<file path="src/design/wobg_pkg.sv">
// shared types, constants and helpers of the write-once block guard
`timescale 1ns / 1ps

package wobg_pkg;

    localparam int ADDR_W             = 16;
    localparam int SIZE_W             = 17;
    localparam int BITS_PER_MAP_BLOCK = 65536;
    localparam int MAP_SHIFT          = $clog2(BITS_PER_MAP_BLOCK);
    localparam int ADDR_SPACE         = 1 << ADDR_W;
    localparam int ROW_WIDTH          = 64;
    localparam int ROW_SHIFT          = $clog2(ROW_WIDTH);
    localparam int QUEUE_DEPTH        = 2;

    localparam logic [SIZE_W-1:0] DEVICE_SIZE_RESET = 17'd65538;

    localparam logic       KIND_READ  = 1'b0;
    localparam logic       KIND_WRITE = 1'b1;

    localparam logic [1:0] ST_OK      = 2'd0;
    localparam logic [1:0] ST_REFUSED = 2'd1;
    localparam logic [1:0] ST_RANGE   = 2'd2;

    typedef struct packed {
        logic              kind;
        logic              out_of_range;
        logic [ADDR_W-1:0] block_address;
        logic [SIZE_W-1:0] map_block;
    } t_item;

    // data blocks left once the bitmap blocks are taken off the top
    function automatic logic [SIZE_W-1:0] usable_of(input logic [SIZE_W-1:0] dev);
        logic [SIZE_W-1:0] overhead;
        overhead = (dev >> MAP_SHIFT) + SIZE_W'(1);
        return (dev < overhead) ? '0 : dev - overhead;
    endfunction

endpackage

</file>
<file path="src/design/wobg_queue.sv">
// short item queue between front and back
`timescale 1ns / 1ps

module wobg_queue import wobg_pkg::*; (
    input  logic  i_clk,
    input  logic  i_rst_n,
    input  logic  i_push,
    input  t_item i_push_item,
    output logic  o_not_full,
    input  logic  i_pop,
    output logic  o_not_empty,
    output t_item o_pop_item
);

    localparam int PTR_W = (QUEUE_DEPTH > 1) ? $clog2(QUEUE_DEPTH) : 1;
    localparam int CNT_W = $clog2(QUEUE_DEPTH + 1);

    t_item            r_slots [QUEUE_DEPTH];
    logic [PTR_W-1:0] r_wr_ptr;
    logic [PTR_W-1:0] r_rd_ptr;
    logic [CNT_W-1:0] r_count;
    logic             do_push;
    logic             do_pop;

    assign o_not_full  = r_count != CNT_W'(QUEUE_DEPTH);
    assign o_not_empty = r_count != '0;
    assign o_pop_item  = r_slots[r_rd_ptr];
    assign do_push     = i_push && o_not_full;
    assign do_pop      = i_pop && o_not_empty;

    function automatic logic [PTR_W-1:0] bump(input logic [PTR_W-1:0] p);
        return (p == PTR_W'(QUEUE_DEPTH - 1)) ? '0 : p + PTR_W'(1);
    endfunction

    always_ff @(posedge i_clk) begin
        if (!i_rst_n) begin
            r_wr_ptr <= '0;
            r_rd_ptr <= '0;
            r_count  <= '0;
        end else begin
            if (do_push) begin
                r_wr_ptr <= bump(r_wr_ptr);
            end
            if (do_pop) begin
                r_rd_ptr <= bump(r_rd_ptr);
            end
            if (do_push && !do_pop) begin
                r_count <= r_count + CNT_W'(1);
            end else if (do_pop && !do_push) begin
                r_count <= r_count - CNT_W'(1);
            end
        end
    end

    always_ff @(posedge i_clk) begin
        if (do_push) begin
            r_slots[r_wr_ptr] <= i_push_item;
        end
    end

endmodule

</file>
<file path="config.mk">
export PLATFORM = sky130hd
export DESIGN_NAME = wobg_queue
export DESIGN_NICKNAME = d
export VERILOG_FILES = /design/src/design/wobg_pkg.sv /design/src/design/wobg_queue.sv
export SDC_FILE = /design/constraint.sdc
export NUM_CORES = 1
export LEC_CHECK = 0
export BUFFER_PORTS_ARGS = -buffer_cell sky130_fd_sc_hd__buf_2
export CAP_MARGIN = 0
export CORE_AREA = 2 2 152 80
export CTS_BUF_LIST = sky130_fd_sc_hd__clkbuf_16
export DETAILED_ROUTE_END_ITERATION = 16
export DIE_AREA = 0 0 154 82
export PLACE_DENSITY = 0.5
export SLEW_MARGIN = 10
export SYNTH_ARGS = -nofsm -noshare
export SYNTH_HDL_FRONTEND = slang
export SYNTH_SLANG_ARGS = --single-unit
</file>
<file path="constraint.sdc">
create_clock -name i_clk -period 2.3 [get_ports i_clk]
set_input_delay 0.23 -clock i_clk [delete_from_list [all_inputs] [get_ports i_clk]]
set_output_delay 0.23 -clock i_clk [all_outputs]
set_load 0.005 [all_outputs]
</file>
== Yosys cells after proc, flatten, opt, wreduce, memory -nomap -nowiden ==
Memories as Yosys holds them, arrays and structs flattened. A register that Yosys moved wholly into a read port is not among the register bits.
Cells that the tools add are included.
Operators by class
  add/subtract/negate cells: 4
  eq/ne operators: 1
  muxes and demuxes: 8
  reduce and logical (&&, ||, !) cells: 8
Operator list (count)
  two-way mux 1 bit: 6
  logical AND 1 bit: 4
  two-way mux 2 bit: 2
  nonzero test 2 bit: 2
  adder 1 bit (second input constant): 2
  adder 2 x 1 -> 2 bit (second input constant): 1
  logical NOT 1 bit: 2
  inequality test 2 bit (second input constant): 1
  subtractor 2 x 1 -> 2 bit (second input constant): 1
Storage, ports and cells
  flip-flop bits (word level): 4
  RAM bits: 70
  input bits: 39
  output and inout port bits: 37
  logic and storage cells: 25
  memories: 1
Memories
  r_slots: depth 2, bits a word 35, rd ports 1, clocked after Yosys merged registers in 1, write ports 1, line wobg_queue.sv:18  | t_item r_slots [QUEUE_DEPTH];

== Logic depth before layout (Yosys ltp) ==
  word-level depth: 6
  mapped depth: 6
  depth with buffers taken out: 6

== Least setup slack after synthesis ==
No wires, ideal clock.
  path type: flip-flop to flip-flop
  from: register r_count[0]
  to: memory r_slots[1][0] (netlist name), enable pin
  library setup time: 0.396 ns
  arrival time: 1.461 ns
  required time: 1.904 ns
  path slack: 0.443 ns
  stages on the path, launching flop included: 3
  path buffers: 0
  period minus slack after synthesis: 1.857 ns
  path through: dfxtp_1 -> nand2b_4 -> and3_1
Between the ends
  cells in the longest elaborated chain, start to end: 4
RTL lines
  start: declaration: line wobg_queue.sv:21  | logic [CNT_W-1:0] r_count;
  start signal: assignment: line wobg_queue.sv:48  | r_count <= r_count + CNT_W'(1);
  start signal: assignment: line wobg_queue.sv:50  | r_count <= r_count - CNT_W'(1);
  inequality test 2 bit: line wobg_queue.sv:25  | assign o_not_full = r_count != CNT_W'(QUEUE_DEPTH);
  via o_not_full: line wobg_queue.sv:9  | output logic o_not_full,
  logical AND 1 bit: line wobg_queue.sv:28  | assign do_push = i_push && o_not_full;
  two-way mux 1 bit: line wobg_queue.sv:56  | if (do_push) begin
  two-way mux 1 bit (implied by the code): line wobg_queue.sv:57  | r_slots[r_wr_ptr] <= i_push_item;
  end: declaration: line wobg_queue.sv:18
The timed path passes the listed nets, and every way through them passes these cells.

==> impl_metrics.tcl <==
set metrics [dict create \
    worst_pin_slew_ns 0.477 \
    required_ns 2.07 \
    drv_cap 0 \
    area_growth_pct 34.4 \
    grt_pass1_vias 1475 \
    core_area_mm2 0.0114 \
    initial_core_util_pct 24.2 \
    placed_area_mm2 0.00335 \
    cts_buffer_depth 2 \
    cts.repair.resized 0 \
    cp-end-kind "output port" \
    fmax_ghz 0.525 \
    hold_class "in -> reg" \
    synth_top_flop_cell "edfxtp_1" \
    yosysTopAreaCell "edfxtp_1" \
    cts.clk_slew.worst_paths_ns 0.06 \
    ys_types 19 \
    design_area_mm2 0.00371 \
    viasPerCell 3.91 \
    drc_errors 0 \
    async_flop_share_pct 0 \
    dieArea_mm2 0.0126 \
    hpwl_um 3510 \
    rsz0062_at_grt "false" \
    n_antenna_cell 0 \
    die_x_um 154 \
    rows 28 \
    fp.dieH_um 82 \
    min_path_cells 1 \
    min_from "i_push_item[6]" \
    layout_min_cycle_time_ns 1.90 \
    dp_cells 357 \
    syn_area_per_cell_um2 20.7 \
    cts_tree "done" \
    synth_edf_count 70 \
    yosysMostFrequentCell "edfxtp_1" \
    synth_area_leaders "edfxtp_1 (76%), mux2_2 (14%), dfxtp_1 (3.6%)" \
    grt_overflow 0 \
    cts-buffers-inserted 9 \
    io_pins 76 \
    synthCells 133 \
    drt_iter0_drc 47 \
    nets 258 \
    grtUsageTotal_pct 8.97 \
    ff2ff_setup_slack_ns 0.70 \
    power.density_mw_per_mm2 1170 \
    worst_r2r_endpoint "r_count[1]" \
    finalCritPeriodShare_pct 82.7 \
    wl_per_cell_um 14.0 \
    synth_common_cells "edfxtp_1 (70), mux2_2 (35), dfxtp_1 (5), and2_1 (4), buf_2 (4)" \
    hold_viol 0 \
    antenna_found_initial 0 \
    finalWirelength_um 5220 \
    fillers 1114 \
    vias 1457 \
    grt_max_degree 36 \
    timing.rr.start "r_count[0]" \
    relSlewSlack_pct 68.2 \
    status "completed" \
    worstPathMaxFanout 21 \
    cts_hold_buf 0 \
    start_kind "register" \
    root_buffer "clkbuf_16" \
    synth_area_mm2 0.00276 \
    drive_gt1_share_pct 58.7 \
    fin_setup_tns_ns 0 \
    syn_nets 173 \
    h-tree-depth 3 \
    cp_data_arrival_time_ns 1.67 \
    synth_seq_area_share_pct 79.8 \
    instances_no_fill 373 \
    grt_first_pass_wirelength_um 7940 \
    leakagePower_nw 1.38 \
    io_buffer_count 75 \
    peakVddDrop_v 0.000389 \
    gp_congestion 0.747 \
    place_ws_ns 0.712 \
    timing.final.ws_setup_ns 0.397 \
    fin_skew_ns 0.00376 \
    path_class "reg -> out" \
    cts.sink_count 75 \
    worst-r2r-cell-count 5 \
    slew_violations 0 \
    yosys_warnings 0 \
    min_to "r_slots[0][6]" \
    finalSetupViolations 0 \
    clock_latency_ns 0.33 \
    synth_top_area_share_pct 76.2 \
    first_pass_iters 4 \
    drtAntennaViolNets 0 \
    ys_ff_latch 75 \
    cts_setup_buffers 0 \
]
## worst max-delay path, stage by stage (launching register included)
cell	delay, ns
dfxtp_2	0.59
buf_12	0.24
mux2_2	0.38
buf_2	0.13
## cells in the final DEF, fill, tap and decap left out, drive strengths merged, types with 2 or more instances in the layout
| cell | n |
|---|---|
| a21boi | 2 |
| mux2 | 35 |
| clkinv | 2 |
| edfxtp | 70 |
| dfxtp | 5 |
| buf | 78 |
| xnor2 | 2 |
| clkbuf | 9 |
| o21ai | 2 |
| bufinv | 4 |
| inv | 2 |
| and2 | 4 |
## registers in the layout (all words and copies together) (netlist names), named ones only
| signal | count |
|---|---|
| r_rd_ptr | 1 |
| r_wr_ptr | 1 |
| r_slots | 70 |
| r_count | 2 |
## layer usage
layer  track usage (%)  part of all wire [%]  vias to the layer above
met2              12.1                    39                       63
met1              11.7                    52                      702
met3              5.17                   8.1                        5
met4              3.64                  0.71                        0
met5                 0                     0                        -
li1                  -                     -                      687
## how the worst max path moves through the flow
stage	cells past startpoint	end	from
after floorplan	2	r_slots[1][0]	r_count[0]
after global placement	3	o_pop_item[10]	register
after detailed placement	3	o_pop_item[10]	register
after CTS	3	o_pop_item[23]	register
after global routing	3	o_pop_item[10]	register
final	3	o_pop_item[10]	register
## area by class of cell
type / count / area, um^2 / share of cell area (%)
clock buffer: 9 / 225 / 6.07
clock inverter: 7 / 131 / 3.54
inverter: 1 / 3.75 / 0.101
multi-input combinational: 53 / 534 / 14.4
sequential: 75 / 2200 / 59.4
tap: 150 / 188 / 5.06
timing repair buffer: 78 / 423 / 11.4
## per-stage QoR
step | total power [mW] | util [%] | hold WS (ns)
detailed placement | 2.72 | 29.4 | 0.421
global placement | 2.72 | 29.4 | 0.419
finish | 4.33 | 32.6 | 0.0886
global route | 4.55 | 32.6 | 0.0671
CTS | 4.40 | 32.6 | 0.0711
floorplan | 2.32 | - | 0.329
## power by group
part	total, mW	switching (mW)	internal (mW)
Sequential	1.81	0.0970	1.71
Combinational	0.868	0.390	0.478
Clock	1.66	0.500	1.16
Total	4.33	0.986	3.35
## kinds of logic (layout without fill, tap and decap cells)
| family | Yosys count | after routing | share of synthesized area, % |
|---|---|---|---|
| flip-flops | 75 | 75 | 79.8 |
| multiplexers | 35 | 35 | 14.3 |
| AND/OR/NAND/NOR | 9 | 9 | 2.36 |
| AO/OA/AOI/OAI | 5 | 5 | 1.27 |
| buffers and inverters | 5 | 95 | 0.862 |
| XOR/XNOR | 3 | 3 | 0.953 |
| adder cells (fa/ha/maj) | 1 | 1 | 0.453 |
(Power assumes the default switching activity.)
