**config.mk**
```make
export PLATFORM = sky130hd
export DESIGN_NAME = wobg_front
export DESIGN_NICKNAME = d
export VERILOG_FILES = /design/src/design/wobg_pkg.sv /design/src/design/wobg_front.sv
export SDC_FILE = /design/constraint.sdc
export NUM_CORES = 1
export LEC_CHECK = 0
export BUFFER_PORTS_ARGS = -buffer_cell sky130_fd_sc_hd__buf_4
export CAP_MARGIN = 20
export CORE_ASPECT_RATIO = 1.5
export CORE_MARGIN = 2
export CORE_UTILIZATION = 35
export CTS_CLUSTER_DIAMETER = 200
export DETAILED_ROUTE_END_ITERATION = 12
export SLEW_MARGIN = 20
export SYNTH_ARGS = -nofsm -noshare
export SYNTH_HDL_FRONTEND = slang
export SYNTH_SLANG_ARGS = --single-unit
```
**constraint.sdc**
```tcl
create_clock -name i_clk -period 7.7 [get_ports i_clk]
set_clock_uncertainty 0.05 [all_clocks]
set_input_delay 0.77 -clock i_clk [delete_from_list [all_inputs] [get_ports i_clk]]
set_output_delay 0.77 -clock i_clk [all_outputs]
set_load 0.01 [all_outputs]
```
**src/design/wobg_pkg.sv**
```systemverilog
// shared types, constants and helpers of the write-once block guard
`timescale 1ns / 1ps

package wobg_pkg;

    localparam int ADDR_W             = 16;
    localparam int SIZE_W             = 17;
    localparam int BITS_PER_MAP_BLOCK = 65536;
    localparam int MAP_SHIFT          = $clog2(BITS_PER_MAP_BLOCK);
    localparam int ADDR_SPACE         = 1 << ADDR_W;
    localparam int ROW_WIDTH          = 64;
    localparam int ROW_SHIFT          = $clog2(ROW_WIDTH);
    localparam int QUEUE_DEPTH        = 2;

    localparam logic [SIZE_W-1:0] DEVICE_SIZE_RESET = 17'd65538;

    localparam logic       KIND_READ  = 1'b0;
    localparam logic       KIND_WRITE = 1'b1;

    localparam logic [1:0] ST_OK      = 2'd0;
    localparam logic [1:0] ST_REFUSED = 2'd1;
    localparam logic [1:0] ST_RANGE   = 2'd2;

    typedef struct packed {
        logic              kind;
        logic              out_of_range;
        logic [ADDR_W-1:0] block_address;
        logic [SIZE_W-1:0] map_block;
    } t_item;

    // data blocks left once the bitmap blocks are taken off the top
    function automatic logic [SIZE_W-1:0] usable_of(input logic [SIZE_W-1:0] dev);
        logic [SIZE_W-1:0] overhead;
        overhead = (dev >> MAP_SHIFT) + SIZE_W'(1);
        return (dev < overhead) ? '0 : dev - overhead;
    endfunction

endpackage

```
**src/design/wobg_front.sv**
```systemverilog
// front end: size register, range check and map block of each item
`timescale 1ns / 1ps

module wobg_front import wobg_pkg::*; #(
    parameter int MAX_BLOCKS = 65536
) (
    input  logic              i_clk,
    input  logic              i_rst_n,
    input  logic              i_cfg_wr_en,
    input  logic [SIZE_W-1:0] i_cfg_wr_data,
    input  logic              i_kind,
    input  logic [ADDR_W-1:0] i_block_address,
    output t_item             o_item
);

    logic [SIZE_W-1:0] r_usable;
    logic              beyond_store;
    logic              beyond_usable;

    // usable size kept precomputed, it changes only on reset or a size write
    always_ff @(posedge i_clk) begin
        if (!i_rst_n) begin
            r_usable <= usable_of(DEVICE_SIZE_RESET);
        end else if (i_cfg_wr_en) begin
            r_usable <= usable_of(i_cfg_wr_data);
        end
    end

    assign beyond_store  = {16'd0, i_block_address} >= 32'(MAX_BLOCKS);
    assign beyond_usable = {1'b0, i_block_address} >= r_usable;

    always_comb begin
        o_item.kind          = i_kind;
        o_item.block_address = i_block_address;
        o_item.out_of_range  = beyond_store || beyond_usable;
        o_item.map_block     = o_item.out_of_range ? '0 :
            SIZE_W'(r_usable + SIZE_W'(i_block_address >> MAP_SHIFT));
    end

endmodule

```
---- Word level (Yosys, flattened, before mapping) ----
Cells that the tools add are included.
Widths: inputs -> output; s select.
cells by class
  $add $sub $neg .......................... 2
  magnitude comparators ................... 2
  multiplexer cells ....................... 2
operators by type and width
  operator             count
  $mux 17              2
  $ge 16x17->1         1
  $lt 17x2->1          1
  $sub 17x2->17        1
  $add 1x1->2 const B  1
word-level totals
  bits in registers ....................... 17
  bits of input ports ..................... 37

---- Depth between registers and ports, before layout ----
Gate-level depths: netlist of the first run.
  word-level depth ........................ 3
  depth in mapped cells ................... 9

---- Worst setup path before layout of the first run ----
OpenSTA, ideal clock, no wires.
  path kind ............................... input-to-output
  from .................................... input port i_block_address[8]
  to ...................................... output port o_item[33] (netlist name)
  stages on the path ...................... 7
  slack ................................... 4.420 ns
  arrival ................................. 2.460 ns
  buffers on the path ..................... 2
  path through ............................ ha_1 > nand2_1 > o21ai_0 > a41oi_1 > o31ai_1 > clkbuf_1 > buf_4
between the ends
  longest elaborated chain between the ends .. 1
ends and longest elaborated chain
  what             RTL line          source
  start, declared  wobg_front.sv:12  input logic [ADDR_W-1:0] i_block_address,
  $ge 16x17->1     wobg_front.sv:30  assign beyond_usable = {1'b0, i_block_address} >= r_usable;
  end, declared    wobg_front.sv:13  output t_item o_item
Every way passes these cells.

==> results of run 1 <==
## final timing paths
check | startpoint | endpoint | depth (start not counted) | slack [ps]
worst min register to register | r_usable[7] | r_usable[7] | 2 | 400
worst max register to register | r_usable[13] | r_usable[13] | 3 | 6910
worst max-delay path | i_block_address[8] | o_item[2] | 8 | 4360
worst min-delay path | r_usable[7] | r_usable[7] | 2 | 400
## area by class of cell
cell class                      count  area share [%]
Multi-Input combinational cell    138            48.0
Timing Repair Buffer               69            25.8
Sequential cell                    17            16.9
Inverter                           22            4.11
Tap cell                           46            2.87
Clock buffer                        4            2.24
## Yosys cell counts, types with 2 or more instances
cell       n  area [um2]
nand4_1    2        12.5
nor2_1    25        93.8
o21ai_2   10        87.6
dfxtp_1   17         340
or4_1      2        15.0
nor4_1     2        12.5
buf_4     18         135
o311ai_0   2        17.5
xnor2_1    9        78.8
ha_1      18         225
nand2_1   19        71.3
nor3_1     5        25.0
nor2b_1    2        12.5
o31ai_1    2        15.0
o21ai_0    8        40.0
nand3_1    2        10.0
a21o_1     2        15.0
xor2_1     4        35.0
a21oi_1    7        35.0
inv_1     22        82.6
clkbuf_1   4        15.0
## tightest hold or removal path, cell delays in order, from the launching register on
cell and delay (ps):
dfxtp_1 320, nand2_1 40, o21ai_0 50
## power by group through the flow
stage               sequential [mW]  clock, mW  combinational (mW)
floorplan                    0.0981          0              0.0553
global placement             0.0987          0              0.0899
detailed placement           0.0989          0              0.0910
CTS                          0.0970     0.0651              0.0912
global route                 0.0977     0.0710               0.102
finish                       0.0969     0.0638              0.0904
## metal layers
layer | up-vias | global-route usage (%) | share of wire (%)
met5 | - | 0 | 0
met4 | 0 | 5.07 | 1.3
met3 | 2 | 1.22 | 5.6
met2 | 43 | 24.2 | 52
met1 | 607 | 17.0 | 41
li1 | 760 | - | -
## logic make-up (layout without fill, tap and decap cells)
group                    Yosys count  count (layout)
AND/OR/NAND/NOR                   68              68
AO/OA/AOI/OAI                     37              37
XOR/XNOR                          13              13
multiplexers                       1               1
adder cells (fa/ha/maj)           19              19
buffers and inverters             46              95
flip-flops                        17              17
## per-stage QoR
stage               power, mW  cells
floorplan               0.153    201
global placement        0.189    292
detailed placement      0.190    292
CTS                     0.253    296
global route            0.271    296
finish                  0.251    296
==> key figures, run 1 <==
Clocking
  – CTS Sinks: 17
  – TritonCTS clock tree: built
  – Htree depth: 1
  – Later-pin clock latency in the skew report: 240 ps
  – CTS Buf Count: 3
  – CTS max path bufs: 2
  – Hold Buf Count CTS: 0
  – Post-CTS Setup Inserts: 0
  – Clk slew on worst S/H paths: 60 ps
  – Root Driver: clkbuf_8
  – Post-CTS sizing: 0

Worst setup path
  – CP dominant cell by count: buf_4
  – Critical-path top delay cell: o31ai_4
  – Crit Path Max Fanout: 17
  – Crit Path Class: input pin to primary output
  – Arr. time, crit path: 2520 ps
  – Critical path, cell by cell: buf_4 -> ha_1 -> nand2_1 -> o21ai_0 -> a41oi_1 -> o31ai_4 -> nor2_1 -> buf_4
  – CP delay by family, top: compound AO/OA/AOI/OAI gates
  – Worst setup SP type: input pin
  – Buf/Inv on CP: 2
  – Crit-path max cell delay: 660 ps
  – Required @ worst endpoint: 6880 ps
  – Critical Path End Type: primary output

Pwr
  – Logic gate share of total power: 36.0%
  – Clk pwr share: 25.4%
  – Pleak: 0.914 nW
  – Peak supply drop: 0.0635 mV
  – Sw Share: 30.0%
  – Sw Pwr: 0.0752 mW
  – P per Cell Area: 125 mW/mm2
  – Sequential power share: 38.6%
  – Internal: 0.176 mW

GRT
  – Largest net degree at the start of global routing: 18
  – Total gr overflow: 0
  – GRT Util Overall: 13.8%
  – First-pass GRT wire length: 5.58 mm
  – Vias in the first global route: 1,325
  – Antenna violations before repair: 0

Logic synthesis
  – Post-synthesis xor/xnor area fraction: 7.37%
  – Syn. warnings: 0
  – Post-synthesis mux area share: 0.648%
  – Gate Count Post-Synth: 201
  – Synth Net Count: 257
  – Post-synth EDFFs: 0
  – Post-synth ARST share: 0%
  – Post-synthesis cell area: 0.00154 mm2
  – Synth Area in Compound Gates: 16.8%
  – Synth Area in Adders: 15.9%
  – Synthesized-area fraction occupied by and/or/nand/nor cells: 20.9%
  – Distinct cells, synth: 40
  – Sequential fraction of the synthesis area: 22.0%
  – Syn Area/Cell: 7.68 um2
  – Largest family of logic cells by synthesized area: simple AND/OR/NAND/NOR gates
  – Top_reg_cell synth: dfxtp_1
  – Synth Register Bits: 17

Detailed routing
  – Number of DRC markers in iteration 0: 13
  – Final WL: 3.29 mm
  – Average wire per standard cell: 11.1 um
  – Drt via density: 4.77
  – Router iterations before antenna repair: 4
  – Post-DRT Antenna Nets: 0
  – Via count: 1,412
  – Residual DRC count: 0

Final layout
  – Max reg flops: 17
  – Syn-to-layout area delta: 30.1%
  – Final Instance Area: 0.00201 mm2
  – Area of the multi-input gates: 965 um2
  – Final core occ: 47.3%
  – Most common cell after layout, fill and taps aside: buf_4
  – Leading cell types in the layout, fill and taps excluded: buf_4 (69), nor2_1 (25), inv_1 (22)
  – Sequential standard cell area: 340 um2
  – Share of post-route cells with drive strength above 1: 34.4%
  – Nets: 307
  – Fill count: 457
  – Largest regs: r_usable (17)
  – N_diodes: 0
  – Reg with most FFs: r_usable

Placed design
  – Final GP Congestion: 0.759
  – Pre-CTS setup slack: 4030 ps
  – Input/output buffers: 69
  – Post-DP Area: 0.00195 mm2
  – DP HPWL: 2.91 mm

Timing
  – Post-route clock period utilization: 43.4%
  – Worst hold margin: 400 ps
  – Setup-failing EPs final: 0
  – Setup slack after layout: 4360 ps
  – Worst slew margin: 45.2%
  – Max Freq: 299 MHz
  – Worst slew pin tran: 821 ps
  – Setup_tns: 0 ps
  – Unrepaired setup endpoints after global routing: no
  – Final-report max-slew violation count: 0
  – Final min period: 3340 ps
  – Final hold vios: 0

Floorplanning
  – Die extent in x: 58.2 um
  – Die Height: 85.3 um
  – Num rows: 29
  – Io pins: 72
  – Core area: 0.00425 mm2
  – Initial Util: 36.4%
  – Die Footprint: 0.00497 mm2

Run status
  – Outcome: finished, final reports clean

Run
  – Maxcap violations: 0

Hold path
  – Worst hold path class: register to register
Note: power is estimated with default switching activity, not from simulation.
==> run 2: changes to the inputs <==
Settings changed: ABC_AREA set to 1.
Clock period 7.7 ns to 2.77 ns, I/O delays scaled along.
==> run 2 against run 1 <==
Cell area is 17% higher. Via count is 30% higher. Highest routed layer unchanged. Count of clock-buffer cells in the layout unchanged. Synthesized cell count grew 46%. Routed wire length grew 26%. Combinational power rose to 3.2 times the previous value. Critical path type is now register to primary output. Global-route usage increased by 0.66 points. Sequential share of layout area is 2.5 points lower. Utilization down 1.7 points. Critical endpoint is now o_item[33]. Largest cell class unchanged. Non-clock buffer count did not move.
==> key figures, run 2 <==
Clocking
  – Root Driver: clkbuf_8
  – Hold Buf Count CTS: 0 (unchanged)
  – Post-CTS sizing: 0 (unchanged)
  – Htree depth: 1 (unchanged)
  – Later-pin clock latency in the skew report: 240 ps (about the same)
  – CTS Buf Count: 3 (unchanged)
  – CTS Sinks: 17 (unchanged)
  – Post-CTS Setup Inserts: 0 (unchanged)
  – TritonCTS clock tree: built
  – Clk slew on worst S/H paths: 60 ps (about the same)
  – CTS max path bufs: 2 (unchanged)

Final layout
  – N_diodes: 0 (unchanged)
  – Most common cell after layout, fill and taps aside: buf_4
  – Final std cells w/o fill: 411 (+39%)
  – Syn-to-layout area delta: 25.2%
  – Share of post-route cells with drive strength above 1: 28.6% (-5.8 points)
  – Reg with most FFs: r_usable
  – Nets: 400 (+30%)
  – Max reg flops: 17 (unchanged)
  – Leading cell types in the layout, fill and taps excluded: buf_4 (69), nand2_1 (64), nor2_1 (46)
  – Final core occ: 45.6% (-1.7 points)
  – Largest regs: r_usable (17)

Detailed routing
  – Residual DRC count: 0 (unchanged)
  – Final WL: 4.14 mm (+26%)
  – Average wire per standard cell: 10.1 um (-9.4%)
  – Number of DRC markers in iteration 0: 39 (+26)
  – Post-DRT Antenna Nets: 0 (unchanged)
  – Via count: 1,842 (+30%)
  – Router iterations before antenna repair: 4 (unchanged)
  – Drt via density: 4.48 (-6.0%)

Timing
  – Setup_tns: 0 ps (unchanged)
  – Final-report max-slew violation count: 0 (unchanged)
  – Final min period: 2520 ps
  – Max Freq: 397 MHz
  – Worst slew margin: 67.5% (+22 points)
  – Post-route clock period utilization: 91.0%
  – Final hold vios: 0 (unchanged)
  – Worst slew pin tran: 486 ps (-334 ps)
  – Unrepaired setup endpoints after global routing: no
  – Setup-failing EPs final: 0 (unchanged)

Pwr
  – P per Cell Area: 310 mW/mm2 (+150%)
  – Peak supply drop: 0.158 mV (+150%)
  – Pleak: 1.15 nW (+26%)

Logic synthesis
  – Top-area cell type share of the netlist area: 18.1% (-3.9 points)
  – Post-synthesis cell area: 0.00188 mm2 (+22%)
  – Synth top area cells: dfxtp_1 (18%), nand2_1 (13%), ha_1 (12%), nor2_1 (9.2%), buf_4 (7.2%)
  – Syn. warnings: 0 (unchanged)
  – Synth top cells by count: nand2_1 (64), nor2_1 (46), inv_1 (36), buf_4 (18), ha_1 (18)
  – Syn Area/Cell: 6.39 um2 (-17%)
  – Distinct cells, synth: 35 (-13%)
  – Synth Register Bits: 17 (unchanged)
  – Post-synth top area cell: dfxtp_1
  – Synth Net Count: 350 (+36%)
  – Post-synth ARST share: 0% (unchanged)
  – Sequential fraction of the synthesis area: 18.1% (-3.9 points)
  – Top_reg_cell synth: dfxtp_1
  – Gate Count Post-Synth: 294 (+46%)
  – Post-synth EDFFs: 0 (unchanged)
  – Most numerous cell in the Yosys netlist: nand2_1

Hold path
  – Worst hold path class: input pin to register
  – Hold wc startpoint: i_cfg_wr_data[6]

Worst setup path
  – Arr. time, crit path: 2190 ps (-330 ps)
  – CP delay by family, top: simple AND/OR/NAND/NOR gates
  – Critical-path top delay cell: or2_2
  – FF-to-FF Start: r_usable[14]
  – Required @ worst endpoint: 2440 ps (-4440 ps)
  – Critical path, cell by cell: inv_1 -> ha_1 -> nand2_1 -> inv_1 -> nand2_1 -> a21oi_1 -> nor2_1 -> nand3_2 -> or2_2 -> buf_4
  – Worst setup SP type: register
  – Crit Path Max Fanout: 17 (unchanged)
  – Crit Path Class: register to primary output
  – Critical Path End Type: primary output
  – CP Launch Point: r_usable[12]
  – Crit-path max cell delay: 390 ps (-270 ps)
  – Buf/Inv on CP: 3 (+1)

Placed design
  – Input/output buffers: 69 (unchanged)
  – Final GP Congestion: 0.873 (+15%)
  – DP HPWL: 3.68 mm (+27%)
  – Dpl cells: 407 (+39%)

Floorplanning
  – Initial Util: 36.4% (about the same)
  – Core area: 0.00516 mm2 (+22%)
  – Die extent in x: 63.8 um (+9.6%)
  – Die Height: 93.7 um (+9.8%)
  – Num rows: 32 (+10%)
  – Io pins: 72 (unchanged)
  – Die Footprint: 0.00598 mm2 (+20%)

GRT
  – Total gr overflow: 0 (unchanged)
  – Antenna violations before repair: 0 (unchanged)
  – GRT Util Overall: 14.4% (+0.66 points)
  – First-pass GRT wire length: 7.14 mm (+28%)
  – Vias in the first global route: 1,705 (+29%)
  – Largest net degree at the start of global routing: 19 (+1)

Run status
  – Outcome: finished, final reports clean

Run
  – Maxcap violations: 0 (unchanged)
## run 2: routing by layer
| metal | share of wire, % | wire length [um] | up-vias | track usage [%] |
|---|---|---|---|---|
| met3 | 4.2 | 172 | 4 | 0.719 |
| met4 | 1.6 | 65 | 0 | 4.89 |
| met1 | 41 | 1710 | 787 | 16.5 |
| met2 | 53 | 2190 | 42 | 27.8 |
| li1 | - | - | 1009 | - |
| met5 | 0 | 0 | - | 0 |
## run 2: worst reg2reg max path, stage by stage, from the launching register on
cell	delay [ps]
dfxtp_1	300
inv_1	110
nor2_1	50
nor2_1	100
nor2_1	40
## run 2: layout make-up
class,count,area (um2)
fill,566,2810
multi-input combinational,214,1220
timing repair buffer,69,518
sequential,17,340
inverter,39,146
tap,68,85.1
clock buffer,4,45.0
## run 2: stage by stage
| stage | worst slack [ps] | power [mW] | hold slack (ps) | area (um2) |
|---|---|---|---|---|
| floorplan | 894 | 0.459 | 395 | 1880 |
| global placement | 469 | 0.558 | 405 | 2310 |
| detailed placement | 432 | 0.563 | 408 | 2310 |
| CTS | 218 | 0.740 | 312 | 2350 |
| global route | 87.3 | 0.791 | 347 | 2350 |
| finish | 248 | 0.729 | 322 | 2350 |
## run 2: cells by family after synthesis
logic type	share of synthesized area [%]
AO/OA/AOI/OAI	7.19
AND/OR/NAND/NOR	42.7
adder cells (fa/ha/maj)	13.0
buffers and inverters	17.0
flip-flops	18.1
XOR/XNOR	1.86
## run 2: power by group
part	total [mW]	leakage [nW]	internal, mW	switching (mW)
logic	0.287	0.991	0.134	0.153
clock network	0.175	0.0228	0.102	0.0733
registers	0.267	0.140	0.260	0.00659
total	0.729	1.15	0.496	0.233
## run 2: final timing paths
check / to / slack (ps) / cells past startpoint
worst max-delay path: o_item[33] / 250 / 10
worst min-delay path: r_usable[6] / 320 / 4
worst max register to register: r_usable[14] / 2000 / 4
worst min register to register: r_usable[3] / 410 / 2
